`config.mk`:
```
export PLATFORM = sky130hd
export DESIGN_NAME = clamp_slew_lag_average_filter
export DESIGN_NICKNAME = d
export VERILOG_FILES = /design/src/rtl/csla_pkg.sv /design/src/rtl/clamp_slew_lag_average_filter.sv /design/src/rtl/csla_front.sv /design/src/rtl/csla_ring.sv /design/src/rtl/csla_scale.sv
export SDC_FILE = /design/constraint.sdc
export NUM_CORES = 2
export LEC_CHECK = 0
export BUFFER_PORTS_ARGS = -buffer_cell sky130_fd_sc_hd__buf_2
export CORE_ASPECT_RATIO = 1.5
export CORE_MARGIN = 4
export CORE_UTILIZATION = 55
export DETAILED_ROUTE_END_ITERATION = 12
export PLACE_DENSITY = 0.78
export SLEW_MARGIN = 20
export SYNTH_ARGS = -nofsm -noshare
export SYNTH_HDL_FRONTEND = slang
export SYNTH_SLANG_ARGS = --single-unit
```
`constraint.sdc`:
```
create_clock -name clk -period 16.17 [get_ports clk]
set_input_delay 3.234 -clock clk [delete_from_list [all_inputs] [get_ports clk]]
set_output_delay 3.234 -clock clk [all_outputs]
set_load 0.005 [all_outputs]
```
`src/rtl/csla_pkg.sv`:
```
package csla_pkg;

  localparam int DATA_W    = 16;
  localparam int WEIGHT_W  = 9;
  localparam int FRAC_W    = 8;
  localparam int BLEND_W   = DATA_W + WEIGHT_W;
  localparam int REG_IDX_W = 2;

  localparam int AVG_DEPTH = 6;
  localparam int IDX_W     = (AVG_DEPTH > 1) ? $clog2(AVG_DEPTH) : 1;
  localparam int SUM_W     = DATA_W + $clog2(AVG_DEPTH);

  // floor(s / AVG_DEPTH) == (s * RCP_MULT) >> RCP_SHIFT for every s below 2**SUM_W
  localparam int RCP_SHIFT = SUM_W + $clog2(AVG_DEPTH);
  localparam int RCP_W     = SUM_W + 1;
  localparam int PROD_W    = SUM_W + RCP_W;
  localparam logic [RCP_W-1:0] RCP_MULT =
    RCP_W'(((2 ** RCP_SHIFT) + AVG_DEPTH - 1) / AVG_DEPTH);

  localparam logic [WEIGHT_W-1:0] Q8_ONE = WEIGHT_W'(256);

  localparam logic [DATA_W-1:0]   UPPER_RST  = DATA_W'(3000);
  localparam logic [DATA_W-1:0]   LOWER_RST  = DATA_W'(850);
  localparam logic [DATA_W-1:0]   STEP_RST   = DATA_W'(100);
  localparam logic [WEIGHT_W-1:0] WEIGHT_RST = WEIGHT_W'(218);
  localparam logic [DATA_W-1:0]   PREV_RST   = DATA_W'(1000);

  typedef enum logic [REG_IDX_W-1:0] {
    REG_UPPER  = 2'd0,
    REG_LOWER  = 2'd1,
    REG_STEP   = 2'd2,
    REG_WEIGHT = 2'd3
  } reg_idx_t;

  typedef struct packed {
    logic [DATA_W-1:0]   upper_limit;
    logic [DATA_W-1:0]   lower_limit;
    logic [DATA_W-1:0]   max_step;
    logic [WEIGHT_W-1:0] retain_weight;
  } cfg_t;

endpackage

```
`src/rtl/clamp_slew_lag_average_filter.sv`:
```
// Speed/period smoother: each sample word is clamped to [lower_limit, upper_limit],
// replaced by the last accepted sample when it jumps by more than max_step, passed
// through a Q8 first-order lag weighted by retain_weight, and averaged over the
// last six lag outputs (the history starts at zero after reset, lag and spike
// references start at 1000). One smoothed word comes out per sample word. A new
// sample is taken every cycle unless in_stall holds it back; a result passes
// through three registered stages: the clamp/spike/lag recurrence, the ring-sum
// update and the reciprocal multiply that divides by the depth. Stall from the output
// holds all three stages back. Configuration writes take effect on the next sample.
module clamp_slew_lag_average_filter (
  input  logic                            clk,
  input  logic                            rst,
  input  logic                            cfg_write,
  input  logic [csla_pkg::REG_IDX_W-1:0]  cfg_index,
  input  logic [csla_pkg::DATA_W-1:0]     cfg_data,
  input  logic                            in_valid,
  output logic                            in_stall,
  input  logic [csla_pkg::DATA_W-1:0]     sample,
  output logic                            out_valid,
  input  logic                            out_stall,
  output logic [csla_pkg::DATA_W-1:0]     smoothed
);

  csla_pkg::cfg_t               cfg;
  logic                         lag_valid;
  logic                         lag_stall;
  logic [csla_pkg::DATA_W-1:0]  lag;
  logic                         sum_valid;
  logic                         sum_stall;
  logic [csla_pkg::SUM_W-1:0]   ring_sum;

  always_ff @(posedge clk) begin
    if (rst) begin
      cfg.upper_limit   <= csla_pkg::UPPER_RST;
      cfg.lower_limit   <= csla_pkg::LOWER_RST;
      cfg.max_step      <= csla_pkg::STEP_RST;
      cfg.retain_weight <= csla_pkg::WEIGHT_RST;
    end else if (cfg_write) begin
      case (csla_pkg::reg_idx_t'(cfg_index))
        csla_pkg::REG_UPPER: begin
          cfg.upper_limit <= cfg_data;
        end
        csla_pkg::REG_LOWER: begin
          cfg.lower_limit <= cfg_data;
        end
        csla_pkg::REG_STEP: begin
          cfg.max_step <= cfg_data;
        end
        csla_pkg::REG_WEIGHT: begin
          cfg.retain_weight <= cfg_data[csla_pkg::WEIGHT_W-1:0];
        end
        default: begin
        end
      endcase
    end
  end

  csla_front u_front (
    .clk       (clk),
    .rst       (rst),
    .cfg       (cfg),
    .in_valid  (in_valid),
    .in_stall  (in_stall),
    .sample    (sample),
    .lag_valid (lag_valid),
    .lag_stall (lag_stall),
    .lag       (lag)
  );

  csla_ring u_ring (
    .clk       (clk),
    .rst       (rst),
    .lag_valid (lag_valid),
    .lag_stall (lag_stall),
    .lag       (lag),
    .sum_valid (sum_valid),
    .sum_stall (sum_stall),
    .ring_sum  (ring_sum)
  );

  csla_scale u_scale (
    .clk       (clk),
    .rst       (rst),
    .sum_valid (sum_valid),
    .sum_stall (sum_stall),
    .ring_sum  (ring_sum),
    .out_valid (out_valid),
    .out_stall (out_stall),
    .smoothed  (smoothed)
  );

`ifndef SYNTHESIS
  a_stall_needs_full: assert property (@(posedge clk) disable iff (rst)
    in_stall |-> (out_valid && lag_valid && sum_valid))
    else $error("input stalled with a bubble in the pipe");

  a_stall_from_out: assert property (@(posedge clk) disable iff (rst)
    in_stall |-> out_stall)
    else $error("input stalled while output drains");
`endif

endmodule

```
`src/rtl/csla_front.sv`:
```
module csla_front (
  input  logic                         clk,
  input  logic                         rst,
  input  csla_pkg::cfg_t               cfg,
  input  logic                         in_valid,
  output logic                         in_stall,
  input  logic [csla_pkg::DATA_W-1:0]  sample,
  output logic                         lag_valid,
  input  logic                         lag_stall,
  output logic [csla_pkg::DATA_W-1:0]  lag
);

  logic                            accept;
  logic [csla_pkg::DATA_W-1:0]     clamped;
  logic [csla_pkg::DATA_W-1:0]     diff;
  logic                            spike;
  logic [csla_pkg::DATA_W-1:0]     x_sel;
  logic [csla_pkg::WEIGHT_W-1:0]   w;
  logic [csla_pkg::WEIGHT_W-1:0]   w_inv;
  logic [csla_pkg::BLEND_W-1:0]    blend;
  logic [csla_pkg::DATA_W-1:0]     accepted_prev;
  logic [csla_pkg::DATA_W-1:0]     lag_prev;

  assign in_stall = lag_valid & lag_stall;
  assign accept   = in_valid & ~in_stall;

  always_comb begin
    if (sample > cfg.upper_limit) begin
      clamped = cfg.upper_limit;
    end else if (sample < cfg.lower_limit) begin
      clamped = cfg.lower_limit;
    end else begin
      clamped = sample;
    end
    diff  = (clamped >= accepted_prev) ? (clamped - accepted_prev)
                                       : (accepted_prev - clamped);
    spike = diff > cfg.max_step;
    x_sel = spike ? accepted_prev : clamped;
    // weights past unity saturate, which freezes the lag output
    w     = (cfg.retain_weight > csla_pkg::Q8_ONE) ? csla_pkg::Q8_ONE : cfg.retain_weight;
    w_inv = csla_pkg::Q8_ONE - w;
    blend = csla_pkg::BLEND_W'(w) * csla_pkg::BLEND_W'(lag_prev)
          + csla_pkg::BLEND_W'(w_inv) * csla_pkg::BLEND_W'(x_sel);
  end

  always_ff @(posedge clk) begin
    if (rst) begin
      accepted_prev <= csla_pkg::PREV_RST;
      lag_prev      <= csla_pkg::PREV_RST;
      lag_valid     <= 1'b0;
    end else begin
      if (accept) begin
        lag_prev <= blend[csla_pkg::FRAC_W +: csla_pkg::DATA_W];
        if (!spike) begin
          accepted_prev <= clamped;
        end
      end
      if (accept) begin
        lag_valid <= 1'b1;
      end else if (!lag_stall) begin
        lag_valid <= 1'b0;
      end
    end
  end

  // the lag state register doubles as this stage's output word
  assign lag = lag_prev;

endmodule

```
`src/rtl/csla_ring.sv`:
```
module csla_ring (
  input  logic                         clk,
  input  logic                         rst,
  input  logic                         lag_valid,
  output logic                         lag_stall,
  input  logic [csla_pkg::DATA_W-1:0]  lag,
  output logic                         sum_valid,
  input  logic                         sum_stall,
  output logic [csla_pkg::SUM_W-1:0]   ring_sum
);

  logic                         accept;
  logic [csla_pkg::DATA_W-1:0]  ring [csla_pkg::AVG_DEPTH];
  logic [csla_pkg::IDX_W-1:0]   ring_idx;
  logic [csla_pkg::IDX_W-1:0]   ring_idx_next;
  logic [csla_pkg::SUM_W-1:0]   ring_sum_next;

  assign lag_stall = sum_valid & sum_stall;
  assign accept    = lag_valid & ~lag_stall;

  always_comb begin
    ring_sum_next = ring_sum - csla_pkg::SUM_W'(ring[ring_idx]) + csla_pkg::SUM_W'(lag);
    if (ring_idx == csla_pkg::IDX_W'(csla_pkg::AVG_DEPTH - 1)) begin
      ring_idx_next = '0;
    end else begin
      ring_idx_next = ring_idx + csla_pkg::IDX_W'(1);
    end
  end

  always_ff @(posedge clk) begin
    if (rst) begin
      for (int i = 0; i < csla_pkg::AVG_DEPTH; i++) begin
        ring[i] <= '0;
      end
      ring_idx  <= '0;
      ring_sum  <= '0;
      sum_valid <= 1'b0;
    end else begin
      if (accept) begin
        ring[ring_idx] <= lag;
        ring_idx       <= ring_idx_next;
        ring_sum       <= ring_sum_next;
        sum_valid      <= 1'b1;
      end else if (!sum_stall) begin
        sum_valid <= 1'b0;
      end
    end
  end

`ifndef SYNTHESIS
  a_idx_range: assert property (@(posedge clk) disable iff (rst)
    ring_idx <= csla_pkg::IDX_W'(csla_pkg::AVG_DEPTH - 1))
    else $error("ring index past depth");

  a_sum_range: assert property (@(posedge clk) disable iff (rst)
    ring_sum <= csla_pkg::SUM_W'(csla_pkg::AVG_DEPTH * 65535))
    else $error("ring sum out of range");
`endif

endmodule

```
`src/rtl/csla_scale.sv`:
```
module csla_scale (
  input  logic                         clk,
  input  logic                         rst,
  input  logic                         sum_valid,
  output logic                         sum_stall,
  input  logic [csla_pkg::SUM_W-1:0]   ring_sum,
  output logic                         out_valid,
  input  logic                         out_stall,
  output logic [csla_pkg::DATA_W-1:0]  smoothed
);

  logic                          accept;
  logic [csla_pkg::PROD_W-1:0]   prod;

  assign sum_stall = out_valid & out_stall;
  assign accept    = sum_valid & ~sum_stall;

  // divide by the ring depth through a reciprocal multiply
  assign prod = csla_pkg::PROD_W'(ring_sum) * csla_pkg::PROD_W'(csla_pkg::RCP_MULT);

  always_ff @(posedge clk) begin
    if (rst) begin
      out_valid <= 1'b0;
    end else if (accept) begin
      out_valid <= 1'b1;
    end else if (!out_stall) begin
      out_valid <= 1'b0;
    end
  end

  always_ff @(posedge clk) begin
    if (accept) begin
      smoothed <= prod[csla_pkg::RCP_SHIFT +: csla_pkg::DATA_W];
    end
  end

endmodule
```
; Yosys cells after proc, flatten, opt, wreduce, memory -nomap -nowiden
; Memory sizes are Yosys's and may differ from the RTL's. A register that Yosys moved wholly into a read port is not among the register bits.
; Cells that the tools add are included.
; W data, S select, Z words.
[op_classes]
bitwise_logic = 9
eq_ne = 7
add_sub_neg = 7
n_lt_le_gt_ge = 5
n_mul = 3
div_mod_pow = 0
mux = 22
n_reduce_logical = 6
n_shift = 0
[op_table]
columns = op, n
row1 = $mux W16, 5
row2 = $mul A9 B16 Y24, 2
row3 = $mul A19 B20 Y38 const B, 1
row4 = $gt A16 B16 Y1, 2
row5 = $sub A16 B16 Y16, 2
row6 = $add A24 B24 Y24, 1
row7 = $add A19 B16 Y19, 1
row8 = $sub A19 B16 Y19, 1
row9 = $ge A16 B16 Y1, 1
row10 = $lt A16 B16 Y1, 1
row11 = $reduce_or A16 Y1, 1
row12 = $mux W1, 12
row13 = $mux W3, 4
row14 = $gt A9 B9 Y1 const B, 1
row15 = $mux W9, 1
row16 = $sub A9 B9 Y9 const A, 1
row17 = $reduce_and A2 Y1, 4
row18 = $and A1 B1 Y1, 6
row19 = $eq A2 B2 Y1 const B, 2
row20 = $ne A2 B2 Y1 const B, 2
row21 = $add A3 B1 Y3 const B, 1
row22 = $eq A3 B3 Y1 const B, 1
row23 = $not A1 Y1, 3
row24 = $eq A2 B1 Y1 const B, 1
row25 = other kinds (2), 2
[totals]
output_inout_bits = 18
rom_bits = 0
register_bits = 130
n_memories = 1
ram_bits = 96
latchBits = 0
[mem_list]
columns = memory, depth, word_bits, read_ports, rd_ports_with_merged_regs, wr, line_no
row1 = u_ring.ring, 6, 16, 1, 1, 6, csla_ring.sv:13  ; logic [csla_pkg::DATA_W-1:0] ring [csla_pkg::AVG_DEPTH];

; Depth between registers and ports, before layout
[logic_depth]
word_depth = 9
depth_mapped = 59

; Hierarchy
; Synthesis repeated with hierarchy kept, for this count alone.
[hier_totals]
cells_unflattened = 3031
area_unflattened_um2 = 28935.3
[by_module_without_submodules]
columns = module, cells_per_inst, area_per_inst_um2, instances
row1 = csla_front, 1574, 12957.4, 1
row2 = csla_ring, 628, 7746.2, 1
row3 = csla_scale, 609, 5934.4, 1
row4 = clamp_slew_lag_average_filter, 220, 2297.2, 1

; Worst setup path before layout
; OpenSTA, ideal clock, no wires.
[synth_timing]
path_type = input to register
start = input port sample[13] in the netlist's numbering
end = register u_front.lag_prev (netlist bit u_front.lag[10])
arrival_ps = 15225
path_buffers = 6
required_time_ps = 16064
path_slack_ps = 839
cell_stages = 50
path_cell_list = ha_1 -> a211oi_1 -> nor2_1 -> a211o_1 -> o31ai_2 -> clkbuf_1 -> clkbuf_1 -> a21oi_1 -> ha_1 -> nor2b_1 -> o21ai_0 -> a21boi_0 -> o21ai_0 -> a21boi_0 -> o21ai_0 -> a21boi_0 -> o31ai_1 -> a31oi_1 -> (+14 left out) -> inv_1 -> fa_1 -> fa_1 -> fa_1 -> fa_1 -> inv_1 -> fa_1 -> inv_1 -> ha_1 -> a21o_1 -> a21o_1 -> a21o_1 -> a21oi_1 -> nand2_1 -> o211ai_1 -> a21boi_0 -> or4_1 -> o311ai_0
[synth_via]
elab_chain_cells = 9
elab_cells_between_ends = 12
[synth_rtl]
columns = item, line_no
row1 = start: declaration, clamp_slew_lag_average_filter.sv:18  ; input logic [csla_pkg::DATA_W-1:0] sample,
row2 = $lt A16 B16 Y1, csla_front.sv:30  ; end else if (sample < cfg.lower_limit) begin
row3 = $mux W16, csla_front.sv:30
row4 = $mux W16 *, csla_front.sv:28  ; if (sample > cfg.upper_limit) begin
row5 = "$sub A16 B16 Y16, or another cell as far along", csla_front.sv:36  ; : (accepted_prev - clamped);
row6 = $mux W16, csla_front.sv:35  ; diff = (clamped >= accepted_prev) ? (clamped - accepted_prev)
row7 = $gt A16 B16 Y1, csla_front.sv:37  ; spike = diff > cfg.max_step;
row8 = $mux W16 *, csla_front.sv:38  ; x_sel = spike ? accepted_prev : clamped;
row9 = $mul A9 B16 Y24 *, csla_front.sv:43  ; + csla_pkg::BLEND_W'(w_inv) * csla_pkg::BLEND_W'(x_sel);
row10 = $add A24 B24 Y24 *, csla_front.sv:43
row11 = end signal: assignment, csla_front.sv:49  ; lag_prev <= csla_pkg::PREV_RST;
row12 = end signal: assignment, csla_front.sv:53  ; lag_prev <= blend[csla_pkg::FRAC_W +: csla_pkg::DATA_W];
row13 = end: declaration, csla_front.sv:22  ; logic [csla_pkg::DATA_W-1:0] lag_prev;
; Mark *: on every way between the ends. The rest lies on a longest branch, timed or not.
; A chain may end at the register's enable or synchronous reset.

; Worst setup path in the final report
; Same ends and word-level chain as after synthesis.

==> flow_summary.json <==
{
  "synth_top_cells_by_area": "fa_1 25%, edfxtp_1 15%, ha_1 13%, dfxtp_1 8.4%, inv_1 8.2%",
  "avgRoutedWirePerCell_um": 19.48,
  "critPathMaxFanout": 13,
  "dieWidth_um": 192.0,
  "yosys-top-cells-count": "607 x inv_1, 353 x fa_1, 351 x nand2_1, 296 x ha_1, 170 x nor2_1",
  "cts.sinks": 261,
  "cap_violations": 0,
  "crit_buf_inv": 7,
  "postCtsHoldBufs": 0,
  "wl_um": 71190,
  "crit_type": "in -> reg",
  "fmax_mhz": 65.76,
  "syn-cell-area_um2": 27930,
  "synth_edf_count": 144,
  "drc": 0,
  "initial_core_util": 0.5594,
  "die_area_um2": 54520,
  "period_needed_ps": 15210,
  "hold_violations": 0,
  "max_stage_delay_ps": 510,
  "synth_nets": 3649,
  "critPathCaptureType": "flop",
  "drv_slew": 0,
  "arrival_ps": 15670,
  "synthArstFlopShare": 0,
  "outcome": "complete, no violations",
  "ioPinCount": 57,
  "worstHoldPathCells": 2,
  "finalSetupViolCount": 0,
  "firstDrtPassIters": 5,
  "ant_nets": 0,
  "die-height_um": 284.0,
  "tns_ps": 0,
  "gp_congestion": 0.9269,
  "io_buffers": 56,
  "n_antenna_cell": 0,
  "grt_setup_unrepaired": "false",
  "core_area_um2": 49920,
  "critPathRequiredTime_ps": 16630,
  "yosysTopAreaCell": "fa_1",
  "final_nets": 3658,
  "grt_pass1_wl_um": 116000,
  "num_rows": 100,
  "clkTransAtPathRegs_ps": 60,
  "hold_class": "reg -> reg",
  "relSlewSlack": 0.2720,
  "cp.depth": 54,
  "cts_buffers": 28,
  "synth.distinct_cells": 61,
  "gr-total-overflow": 0,
  "cts_htree_levels": 1,
  "hpwlAfterDp_um": 56840,
  "post-route-period-util": 0.9404,
  "worst_path_max_delay_cell": "o21ai_0",
  "cpLargestDelayFamily": "compound AO/OA/AOI/OAI gates",
  "rr_worst_depth": 54,
  "clock_latency_ps": 580,
  "area_growth_pct": 7.526,
  "syn_avg_cell_area_um2": 9.432,
  "cts_tree": "yes",
  "cts.path.max_buffers": 3,
  "clock_skew_ps": 21.94,
  "grt_usage": 0.2668,
  "antenna_found_initial": 0,
  "postSynth.topFlopCell": "edfxtp_1",
  "drive_gt1_frac": 0.07924,
  "first_iter_violations": 1213,
  "cts_root_buf": "clkbuf_16",
  "critPathLaunchType": "primary input",
  "via_per_inst": 5.675,
  "yosysSeqAreaShare": 0.2387,
  "synth_most_common_cell": "inv_1",
  "ys_seq_elements": 261,
  "ys.warnings.count": 0,
  "vias": 20740,
  "worstMarginPinSlew_ps": 1088,
  "synthCells": 2961,
  "yosysTopAreaCellShare": 0.2530,
  "grt_pass1_vias": 22710,
  "grt_max_degree": 84
}
-- worst paths after layout --
path | start | to | slack [ps]
setup reg to reg | cfg[54] | u_front.lag[10] | 3370
hold / removal | cfg[2] | cfg[2] | 450
setup / recovery | sample[13] | u_front.lag[10] | 960
hold reg to reg | cfg[2] | cfg[2] | 450
-- metrics by stage --
stage | std cells | util | setup slack (ps) | hold WS, ps | cell area [µm²]
after detailed placement | 3603 | 0.5806 | 47.28 | 445.8 | 28980
after global placement | 3603 | 0.5806 | 385.0 | 441.4 | 28980
after global routing | 3654 | 0.6016 | 33.83 | 483.5 | 30030
after floorplan | 2961 | - | 839.0 | 431.8 | 27930
after CTS | 3654 | 0.6007 | 613.0 | 455.0 | 29990
final | 3654 | 0.6016 | 963.8 | 454.3 | 30030
-- worst min-delay path, stage by stage (launching register included) --
cell     delay [ps]
dfxtp_1         310
nand2_1          50
a21oi_1          50
-- timing repair --
item                                    CTS  global route
buffers inserted                          0             0
resized for setup                         0            11
endpoints found under the setup margin    0            11
-- area by class of cell --
type	instances	area, µm²
clock inverters	20	260.3
flip-flops and latches	261	6669
fillers	4124	19890
well taps	663	829.5
multi-input cells	1969	18620
inverters	608	2282
repair buffers	102	628.1
clock buffers	31	743.2
-- logic make-up (layout without fill, tap and decap cells) --
logic type | count (synthesis) | in the layout | synth area share
xor gates and xnor gates | 70 | 70 | 0.02195
buffers and inverters | 731 | 761 | 0.09824
muxes | 71 | 71 | 0.04050
adders and majority gates | 649 | 649 | 0.3856
AOI/OAI and AO/OA | 361 | 361 | 0.07992
DFF | 261 | 261 | 0.2387
and+or+nand+nor | 818 | 818 | 0.1351
-- layer usage --
layer  routed length [µm]  GRT usage
met5                    0          0
met3                 3462    0.03347
met4                 4642     0.1452
met2                38720     0.4959
met1                24370     0.2897
-- cell usage in the layout (no fill, tap or decap), drive strengths merged, types with 36 or more instances in the layout --
cell type	n
inv	611
fa	353
nand2	351
ha	296
nor2	170
a21oi	151
edfxtp	144
dfxtp	117
buf	102
and2	87
o21ai	64
xnor2	52
nor3	39
a21o	38
nor4	36
-- state kept, by name, summed over array words and instances, names as in the netlist, 3 cells and up, named ones only --
register               flops
u_ring.ring_sum           19
u_scale.smoothed          16
u_ring.ring_idx            3
u_front.accepted_prev     16
u_front.lag               16
cfg                       57
u_ring.ring              128
Power is not shown: default switching activity piles up to over one toggle a cycle in this logic, so the estimate is an artifact.
